[config.mk]
export PLATFORM = sky130hd
export DESIGN_NAME = best_fit_frame_allocator_unit
export DESIGN_NICKNAME = d
export VERILOG_FILES = /design/src/sv/bffa_pkg.sv /design/src/sv/bffa_map.sv /design/src/sv/bffa_scan.sv /design/src/sv/best_fit_frame_allocator_unit.sv
export SDC_FILE = /design/constraint.sdc
export NUM_CORES = 2
export LEC_CHECK = 0
export BUFFER_PORTS_ARGS = -buffer_cell sky130_fd_sc_hd__buf_4
export CELL_PAD_IN_SITES_DETAIL_PLACEMENT = 0
export CELL_PAD_IN_SITES_GLOBAL_PLACEMENT = 1
export CORE_MARGIN = 4
export CORE_UTILIZATION = 56
export CTS_BUF_LIST = sky130_fd_sc_hd__clkbuf_4
export DETAILED_ROUTE_END_ITERATION = 8
export PLACE_DENSITY_LB_ADDON = 0.1
export SETUP_SLACK_MARGIN = 0.1
export SYNTH_ARGS = -nofsm -noshare
export SYNTH_HDL_FRONTEND = slang
export SYNTH_SLANG_ARGS = --single-unit
[constraint.sdc]
create_clock -name clk -period 7.5 [get_ports clk]
set_input_delay 1.5 -clock clk [delete_from_list [all_inputs] [get_ports clk]]
set_output_delay 1.5 -clock clk [all_outputs]
set_load 0.01 [all_outputs]
[src/sv/bffa_pkg.sv]
package bffa_pkg;

  // Map geometry
  localparam int NUM_FRAMES = 256;
  localparam int ID_BITS    = 8;
  localparam int FRAME_BITS = $clog2(NUM_FRAMES);
  localparam int CNT_BITS   = FRAME_BITS + 1;

  // Field widths fixed by the interface
  localparam int SIZE_BITS  = 11;
  localparam int TOTAL_BITS = 16;

  localparam logic [CNT_BITS-1:0]   FRAMES_MAX = CNT_BITS'(NUM_FRAMES);
  localparam logic [TOTAL_BITS-1:0] SAT16      = '1;

  // Request function codes
  localparam logic FUNC_ALLOC   = 1'b0;
  localparam logic FUNC_RELEASE = 1'b1;

  typedef enum logic [1:0] {
    STAT_ALLOC    = 2'd0,
    STAT_NOMEM    = 2'd1,
    STAT_EXTFRAG  = 2'd2,
    STAT_RELEASED = 2'd3
  } status_t;

  typedef enum logic [2:0] {
    ST_IDLE,
    ST_SCAN,
    ST_DRAIN,
    ST_PICK,
    ST_FILL,
    ST_DONE
  } state_t;

  // Write side of the owner map
  typedef struct packed {
    logic                  wr_en;
    logic                  clr_en;
    logic [FRAME_BITS-1:0] addr;
    logic [ID_BITS-1:0]    owner;
  } map_wr_t;

  // One frame presented to the run tracker
  typedef struct packed {
    logic                  step;
    logic                  free;
    logic [FRAME_BITS-1:0] idx;
  } scan_in_t;

  // Best run found so far
  typedef struct packed {
    logic                  found;
    logic [FRAME_BITS-1:0] best_start;
  } scan_res_t;

endpackage

[src/sv/bffa_map.sv]
module bffa_map
  import bffa_pkg::*;
(
  input  logic                  clk,
  input  logic                  rst,
  input  logic                  clear_all,
  input  map_wr_t               wr,
  input  logic [FRAME_BITS-1:0] rd_addr,
  output logic [ID_BITS-1:0]    rd_owner
);

  logic [ID_BITS-1:0]    mem [NUM_FRAMES];
  logic [NUM_FRAMES-1:0] vld;
  logic [ID_BITS-1:0]    rd_data;
  logic                  rd_vld;

  // Owner storage: one write, one registered read
  always_ff @(posedge clk) begin
    if (wr.wr_en) begin
      mem[wr.addr] <= wr.owner;
    end
    rd_data <= mem[rd_addr];
    rd_vld  <= vld[rd_addr];
  end

  // Entry valid bits; an invalid entry reads as free
  always_ff @(posedge clk) begin
    if (rst || clear_all) begin
      vld <= '0;
    end else begin
      if (wr.wr_en) begin
        vld[wr.addr] <= 1'b1;
      end
      if (wr.clr_en) begin
        vld[wr.addr] <= 1'b0;
      end
    end
  end

  assign rd_owner = rd_vld ? rd_data : '0;

endmodule

[src/sv/bffa_scan.sv]
module bffa_scan
  import bffa_pkg::*;
(
  input  logic                clk,
  input  logic                rst,
  input  logic                clear,
  input  scan_in_t            scan_in,
  input  logic [CNT_BITS-1:0] need,
  output scan_res_t           res
);

  logic [CNT_BITS-1:0]   run_len;
  logic [FRAME_BITS-1:0] run_start;
  logic [CNT_BITS-1:0]   best_len;
  logic                  better;

  // Compare: run long enough and strictly shorter than the best so far
  assign better = (run_len >= need) && (!res.found || (run_len < best_len));

  always_ff @(posedge clk) begin
    if (rst || clear) begin
      run_len   <= '0;
      res.found <= 1'b0;
    end else if (scan_in.step) begin
      if (scan_in.free) begin
        if (run_len == '0) begin
          run_start <= scan_in.idx;
        end
        run_len <= run_len + 1'b1;
      end else begin
        if (better) begin
          res.found      <= 1'b1;
          res.best_start <= run_start;
          best_len       <= run_len;
        end
        run_len <= '0;
      end
    end
  end

endmodule

[src/sv/best_fit_frame_allocator_unit.sv]
// Best-fit contiguous frame allocator.
// Request channel (req_valid/req_stall): func, owner_id, frame_count and
// size_kb. func allocate places frame_count frames at the start of the
// smallest free run that fits (lowest start on a tie); func release frees
// every frame of owner_id. Response channel (rsp_valid/rsp_stall) returns one
// transfer per request: status, start_frame, frames_moved, free_frames and
// the saturating waste and reject totals.
// Configuration channel (cfg_valid/cfg_ready/cfg_data) sets total_frames,
// clamps it to the map depth and frees the whole map; it is taken only while
// no request is in flight.
// A reject or a zero-frame allocate goes straight to the response register; a
// release scans the owner map and drains; an allocate scans, drains, picks a
// run and, unless that is a fragmentation reject, fills it. The scan walks
// the single read port of the owner map one frame per cycle, and the fill
// pass writes one frame per cycle. One request is held at a time; the next
// request transfer can follow in the cycle after the response is loaded.
// Reset (rst, synchronous) frees every frame, sets total_frames to the map
// depth and clears the totals. A stalled response holds in its register; the
// next request may be taken meanwhile but its result waits for that slot.
module best_fit_frame_allocator_unit
  import bffa_pkg::*;
(
  input  logic                  clk,
  input  logic                  rst,
  // configuration
  input  logic                  cfg_valid,
  output logic                  cfg_ready,
  input  logic [CNT_BITS-1:0]   cfg_data,
  // request
  input  logic                  req_valid,
  output logic                  req_stall,
  input  logic                  func,
  input  logic [ID_BITS-1:0]    owner_id,
  input  logic [CNT_BITS-1:0]   frame_count,
  input  logic [SIZE_BITS-1:0]  size_kb,
  // response
  output logic                  rsp_valid,
  input  logic                  rsp_stall,
  output logic [1:0]            status,
  output logic [FRAME_BITS-1:0] start_frame,
  output logic [CNT_BITS-1:0]   frames_moved,
  output logic [CNT_BITS-1:0]   free_frames,
  output logic [TOTAL_BITS-1:0] waste_total_kb,
  output logic [TOTAL_BITS-1:0] ext_rejects,
  output logic [TOTAL_BITS-1:0] mem_rejects
);

  state_t state, state_next;

  // Architectural state
  logic [CNT_BITS-1:0]   total_frames;
  logic [CNT_BITS-1:0]   free_count;
  logic [TOTAL_BITS-1:0] waste_sum;
  logic [TOTAL_BITS-1:0] ext_cnt;
  logic [TOTAL_BITS-1:0] mem_cnt;

  // Request held for the duration of the operation
  logic                  op_func;
  logic [ID_BITS-1:0]    op_owner;
  logic [CNT_BITS-1:0]   op_need;
  logic [SIZE_BITS-1:0]  op_size;
  status_t               op_status;

  // Scan walk and the read pipeline stage beside it
  logic [CNT_BITS-1:0]   idx;
  logic                  p_step;
  logic                  p_end;
  logic [FRAME_BITS-1:0] p_idx;
  logic [CNT_BITS-1:0]   rel_moved;

  // Fill pass
  logic [FRAME_BITS-1:0] fill_addr;
  logic [CNT_BITS-1:0]   fill_left;

  logic                  req_fire;
  logic                  cfg_fire;
  logic                  rsp_load;
  logic                  req_reject;
  logic                  scan_clear;
  logic [FRAME_BITS-1:0] rd_addr;
  logic [ID_BITS-1:0]    rd_owner;
  map_wr_t               map_wr;
  scan_in_t              scan_in;
  scan_res_t             scan_res;

  // Completion arithmetic
  logic                  alloc_ok;
  logic [SIZE_BITS-1:0]  need_kb;
  logic [SIZE_BITS-1:0]  waste_add;
  logic [TOTAL_BITS:0]   waste_wide;
  logic [CNT_BITS:0]     free_rel;
  logic [CNT_BITS-1:0]   free_next;
  logic [CNT_BITS-1:0]   moved_next;
  logic [CNT_BITS-1:0]   cfg_total;

  bffa_map u_map (
    .clk       (clk),
    .rst       (rst),
    .clear_all (cfg_fire),
    .wr        (map_wr),
    .rd_addr   (rd_addr),
    .rd_owner  (rd_owner)
  );

  bffa_scan u_scan (
    .clk     (clk),
    .rst     (rst),
    .clear   (scan_clear),
    .scan_in (scan_in),
    .need    (op_need),
    .res     (scan_res)
  );

  assign req_fire   = req_valid && !req_stall;
  assign cfg_fire   = cfg_valid && cfg_ready;
  assign rsp_load   = (state == ST_DONE) && (!rsp_valid || !rsp_stall);
  assign req_reject = (owner_id == '0) || (free_count < frame_count);
  assign cfg_total  = (cfg_data > FRAMES_MAX) ? FRAMES_MAX : cfg_data;

  // Next state
  always_comb begin
    state_next = state;
    unique case (state)
      ST_IDLE: begin
        if (req_fire) begin
          priority if (func == FUNC_RELEASE) begin
            state_next = (owner_id == '0) ? ST_DONE : ST_SCAN;
          end else if (req_reject || (frame_count == '0)) begin
            state_next = ST_DONE;
          end else begin
            state_next = ST_SCAN;
          end
        end
      end
      ST_SCAN: begin
        if (idx == total_frames) begin
          state_next = ST_DRAIN;
        end
      end
      ST_DRAIN: begin
        state_next = (op_func == FUNC_RELEASE) ? ST_DONE : ST_PICK;
      end
      ST_PICK: begin
        state_next = scan_res.found ? ST_FILL : ST_DONE;
      end
      ST_FILL: begin
        if (fill_left == CNT_BITS'(1)) begin
          state_next = ST_DONE;
        end
      end
      ST_DONE: begin
        if (rsp_load) begin
          state_next = ST_IDLE;
        end
      end
      default: state_next = ST_IDLE;
    endcase
  end

  // Sequencer outputs
  always_comb begin
    req_stall     = (state != ST_IDLE) || cfg_valid;
    cfg_ready     = (state == ST_IDLE);
    scan_clear    = req_fire;
    rd_addr       = idx[FRAME_BITS-1:0];
    map_wr.wr_en  = (state == ST_FILL);
    map_wr.clr_en = p_step && !p_end && (op_func == FUNC_RELEASE) && (rd_owner == op_owner);
    map_wr.addr   = (state == ST_FILL) ? fill_addr : p_idx;
    map_wr.owner  = op_owner;
    scan_in.step  = p_step && (op_func == FUNC_ALLOC);
    scan_in.free  = !p_end && (rd_owner == '0);
    scan_in.idx   = p_idx;
  end

  // Waste, free count and moved count at completion
  always_comb begin
    alloc_ok   = (op_status == STAT_ALLOC) && (op_func == FUNC_ALLOC) && (op_need != '0);
    need_kb    = {op_need, 2'b00};
    waste_add  = '0;
    if (alloc_ok && (op_size[1:0] != 2'b00) && (need_kb > op_size)) begin
      waste_add = need_kb - op_size;
    end
    waste_wide = {1'b0, waste_sum} + (TOTAL_BITS + 1)'(waste_add);
    free_rel   = {1'b0, free_count} + {1'b0, rel_moved};
    free_next  = free_count;
    moved_next = '0;
    if (op_func == FUNC_RELEASE) begin
      free_next  = (free_rel > {1'b0, total_frames}) ? total_frames : free_rel[CNT_BITS-1:0];
      moved_next = rel_moved;
    end else if (alloc_ok) begin
      free_next  = free_count - op_need;
      moved_next = op_need;
    end
  end

  // Control and architectural registers
  always_ff @(posedge clk) begin
    if (rst) begin
      state        <= ST_IDLE;
      total_frames <= FRAMES_MAX;
      free_count   <= FRAMES_MAX;
      waste_sum    <= '0;
      ext_cnt      <= '0;
      mem_cnt      <= '0;
      p_step       <= 1'b0;
      rsp_valid    <= 1'b0;
    end else begin
      state  <= state_next;
      p_step <= (state == ST_SCAN);
      if (cfg_fire) begin
        total_frames <= cfg_total;
        free_count   <= cfg_total;
      end
      if (rsp_load) begin
        rsp_valid  <= 1'b1;
        free_count <= free_next;
        waste_sum  <= waste_wide[TOTAL_BITS] ? SAT16 : waste_wide[TOTAL_BITS-1:0];
        if ((op_status == STAT_NOMEM) && (mem_cnt != SAT16)) begin
          mem_cnt <= mem_cnt + 1'b1;
        end
        if ((op_status == STAT_EXTFRAG) && (ext_cnt != SAT16)) begin
          ext_cnt <= ext_cnt + 1'b1;
        end
      end else if (!rsp_stall) begin
        rsp_valid <= 1'b0;
      end
    end
  end

  // Operation registers and response payload
  always_ff @(posedge clk) begin
    p_end <= (idx == total_frames);
    p_idx <= idx[FRAME_BITS-1:0];
    if (req_fire) begin
      op_func   <= func;
      op_owner  <= owner_id;
      op_need   <= frame_count;
      op_size   <= size_kb;
      idx       <= '0;
      rel_moved <= '0;
      priority if (func == FUNC_RELEASE) begin
        op_status <= STAT_RELEASED;
      end else if (req_reject) begin
        op_status <= STAT_NOMEM;
      end else begin
        op_status <= STAT_ALLOC;
      end
    end
    if (state == ST_SCAN) begin
      idx <= idx + 1'b1;
    end
    if (map_wr.clr_en) begin
      rel_moved <= rel_moved + 1'b1;
    end
    if (state == ST_PICK) begin
      if (scan_res.found) begin
        fill_addr <= scan_res.best_start;
        fill_left <= op_need;
      end else begin
        op_status <= STAT_EXTFRAG;
      end
    end
    if (state == ST_FILL) begin
      fill_addr <= fill_addr + 1'b1;
      fill_left <= fill_left - 1'b1;
    end
    if (rsp_load) begin
      status       <= op_status;
      start_frame  <= alloc_ok ? scan_res.best_start : '0;
      frames_moved <= moved_next;
      free_frames  <= free_next;
    end
  end

  // Totals are shown as held after the response that updated them
  assign waste_total_kb = waste_sum;
  assign ext_rejects    = ext_cnt;
  assign mem_rejects    = mem_cnt;

endmodule
==> impl_metrics.yaml <==
layout:
  sequential_cell_area_um2: 72200
  number_of_standard_cells_in_the_final_layout_excluding_fillers: 9431
  area_taken_by_multi_input_logic_gates_um2: 27500
  area_growth_synth_to_finish_pct: 11.1
  layout-drive-gt1-share_pct: 26.2
  final.fill_count: 13400
  final_nets: 6690
clock_tree:
  clk_latency_ns: 1.45
  cts.root.buffer_cell: "sky130_fd_sc_hd__clkbuf_4"
  clk_path_buf_depth: 4
  cts_htree_levels: 6
  cts_resized: 0
  clkSinkCount: 2522
  cts_bufs_inserted: 650
  ctsHoldBuffers: 0
  cts_setup_buffers: 0
  clkTransAtPathRegs_ns: 0.08
  tritoncts: "built"
sta:
  final-setup-viol-count: 0
  period_share_pct: 72.9
  grt_setup_unrepaired: "no"
  layout_min_cycle_time_ns: 5.46
  max-slew-margin-rel_pct: 10.7
  timing_limited_maximum_frequency_ghz: 0.183
  final_layout_setup_total_negative_slack_ns: 0
  final_max_slew_viol_count: 0
  hold_slack_ns: 0.265
  timing_worst_slew_pin_value_ns: 1.33
  final_skew_ns: 0.109
  final_hold_viol_count: 0
pwr:
  netSwitchingFraction_pct: 26.5
  p_clk_share_pct: 38.0
  seqPwrFrac_pct: 49.5
  power_leakage_nw: 37.8
  switchingPower_mw: 8.24
  peakVddDrop_mv: 0.199
  power_report.internal_total_mw: 22.9
  combinationalPowerShare_pct: 12.5
  p_per_area_nw_per_um2: 274
grt:
  grt_max_degree: 206
  grt_first_pass_wirelength_um: 435000
  number_of_antenna_violations_at_the_first_check_in_global_routing: 15
  grt_use_total_pct: 32.1
  gr-total-overflow: 0
  first_global_vias: 60200
routing:
  ant_nets: 0
  drt-total-wl_um: 306000
  drt_pass1_iterations: 6
  drt_drc_violations_left: 0
  via_per_inst: 6.56
  first_iter_violations: 8444
  vias: 61900
  post_drt_wl_per_cell_um: 32.4
floorplanning:
  die-height_um: 435
  design.die.area_um2: 189000
  die-width_um: 435
  start_util_pct: 56.4
  core-area_um2: 181000
  floorplan.rows: 156
  io-pin-count: 122
synth:
  synth_top_flop_cell: "sky130_fd_sc_hd__edfxtp_1"
  synth_seq_area_share_pct: 70.7
  synth_cell_type_count: 98
  post_synth_xor_area_fraction_pct: 0.884
  syn_area_um2: 102000
  synth-simple-area-share_pct: 4.30
  async_flop_share_pct: 0
  yosysTopAreaCell: "sky130_fd_sc_hd__edfxtp_1"
  synth_largest_type_area_fraction_pct: 63.7
  synth_cells: 6018
  ys_ff_latch: 2522
  synth.yosys.warnings: 0
  muxShareOfSynthArea_pct: 13.3
  synth.top_cells.by_area: "sky130_fd_sc_hd__edfxtp_1 64%, sky130_fd_sc_hd__mux4_2 10%, sky130_fd_sc_hd__dfxtp_1 7.0%, sky130_fd_sc_hd__mux2i_1 2.2%, sky130_fd_sc_hd__a21oi_1 2.0%"
  synth_top_family_by_area: "multiplexers"
  complex_gate_fraction_of_the_synthesized_area_pct: 7.23
  postSynthAreaPerCell_um2: 16.9
  post_synth_fa_ha_maj_area_fraction_pct: 1.05
  syn_nets: 6145
  post_synth_edffs: 2165
placement:
  placed_cells: 8281
  gp_routability_congestion: 0.883
  dp_hpwl_um: 178000
  count_of_buffers_inserted_at_the_top_level_ports: 121
setup_path:
  regToRegStartpoint: "op_need[0]"
  setup.worst_path.class: "reg2reg"
  rr_endpoint: "waste_total_kb[5]"
  path_max_fanout: 11
  reg2reg_setup_slack_ns: 2.04
  worst_ep_required_time_ns: 8.73
  worstSetupStartpointType: "flop"
  worst_setup_path_end_kind: "flop"
  cp.arrival_ns: 6.70
  r2r_cells: 17
min_path:
  worstHoldEndpoint: "op_size[9]"
  hold_class: "in2reg"
  timing.hold.worst_path_depth: 1
  worst_hold_startpoint: "size_kb[9]"
job:
  maxCapViolations: 0
status:
  run_status: "finished clean"
## power groups by stage
| stage | registers [mW] | clock network [mW] | logic [mW] |
|---|---|---|---|
| floorplan | 15.8 | 0 | 2.24 |
| global placement | 15.7 | 0 | 3.78 |
| detailed placement | 15.7 | 0 | 3.79 |
| CTS | 15.4 | 12.0 | 3.80 |
| global route | 15.4 | 12.9 | 3.97 |
| finish | 15.4 | 11.8 | 3.87 |
## through the flow
stage | worst slack [ns] | utilization (%) | power, mW | instance area [um2]
after floorplan | 1.83 | - | 18.0 | 102000
after global placement | 1.98 | 58.1 | 19.5 | 105000
after detailed placement | 2.00 | 58.1 | 19.5 | 105000
after CTS | 2.00 | 62.6 | 31.2 | 113000
after global routing | 1.51 | 62.6 | 32.2 | 113000
final | 2.04 | 62.6 | 31.1 | 113000
## synth_stat cells (all sizes together), types with 79 or more instances
cell type and count:
a22oi 87, clkbuf 151, nand2 191, nor2 419
dfxtp 357, nand3 79, o21ai 364, mux2i 220
edfxtp 2165, ha 81, inv 93, a21oi 419
mux4 496, buf 201
## cell type report
cell class	instances	share of cell area (%)
flip-flops and latches	2522	63.7
multi-input cells	3051	24.3
clock buffers	999	6.62
well taps	2370	2.62
repair buffers	245	1.85
clock inverters	136	0.660
inverters	93	0.308
diodes	15	0.0331
## state kept, by name, indices dropped and copies added, names as in the netlist, 9 cells and up
register / count
ext_rejects: 16
waste_total_kb: 16
u_scan.best_len: 9
op_size: 11
frames_moved: 9
u_map.mem: 2048
u_map.vld: 256
idx: 9
free_frames: 9
mem_rejects: 16
rel_moved: 9
fill_left: 9
op_need: 9
u_scan.run_len: 9
total_frames: 9
u_scan.res: 9
free_count: 9
## routing by layer
| metal | part of all wire, % | vias up | track usage (%) | wire, um |
|---|---|---|---|---|
| li1 | - | 25600 | - | - |
| met1 | 38 | 31600 | 44.6 | 117000 |
| met2 | 45 | 3944 | 47.8 | 139000 |
| met3 | 12 | 640 | 9.34 | 35800 |
| met4 | 4.5 | 8 | 14.1 | 13800 |
| met5 | 0.015 | - | 0 | 47 |
## critical path, cell delays in order (launching register included)
cell	delay, ns
sky130_fd_sc_hd__edfxtp_1	0.51
sky130_fd_sc_hd__ha_1	0.37
sky130_fd_sc_hd__nor3b_1	0.16
sky130_fd_sc_hd__o21a_1	0.19
sky130_fd_sc_hd__o21a_1	0.19
sky130_fd_sc_hd__o31ai_1	0.26
sky130_fd_sc_hd__a21oi_1	0.16
sky130_fd_sc_hd__a41oi_1	0.87
sky130_fd_sc_hd__nor2_1	0.09
sky130_fd_sc_hd__ha_1	0.25
sky130_fd_sc_hd__fa_1	0.43
sky130_fd_sc_hd__a21o_1	0.18
sky130_fd_sc_hd__a21oi_1	0.25
sky130_fd_sc_hd__o21bai_1	0.12
sky130_fd_sc_hd__a31oi_1	0.28
sky130_fd_sc_hd__nor2_1	0.12
sky130_fd_sc_hd__a21oi_1	0.73
sky130_fd_sc_hd__a21oi_1	0.13
## how the worst max path moves through the flow
stage / startpoint / endpoint / slack (ns) / cells past startpoint
6_report: op_need[0] / waste_total_kb[5] / 2.04 / 17
3_5_place_dp: op_need[0] / waste_total_kb[5] / 2.00 / 17
2_1_floorplan: op_owner[7] / rel_moved[0] / 1.83 / 9
4_1_cts: op_need[0] / waste_total_kb[5] / 2.00 / 17
5_1_grt: op_need[1] / waste_total_kb[4] / 1.51 / 16
3_3_place_gp: op_need[0] / waste_total_kb[1] / 1.98 / 17
## cells in the final DEF (no fill, tap or decap), drive strengths merged, types with 12 or more instances in the layout
cell and n:
edfxtp 2165, clkbuf 999, mux4 496, a21oi 419
nor2 419, o21ai 364, dfxtp 357, buf 245
mux2i 220, nand2 191, clkinv 112, inv 107
a22oi 87, ha 81, nand3 79, nor3 65
xor2 55, o221ai 50, xnor2 48, a221oi 35
a211oi 33, a22o 30, o22ai 29, nand4 25
nand2b 22, and2 22, or3 19, o21a 19
nor4 19, a31oi 19, o211ai 18, diode 15
a21o 14, and3 12, nor2b 12, o31ai 12
## cell families after synthesis
family / Yosys count
xor+xnor: 103
fa+ha+maj: 84
buf+inv: 445
mux: 722
compound gates: 1209
simple gates: 933
flops: 2522
Power figures use the tool's default switching activity.
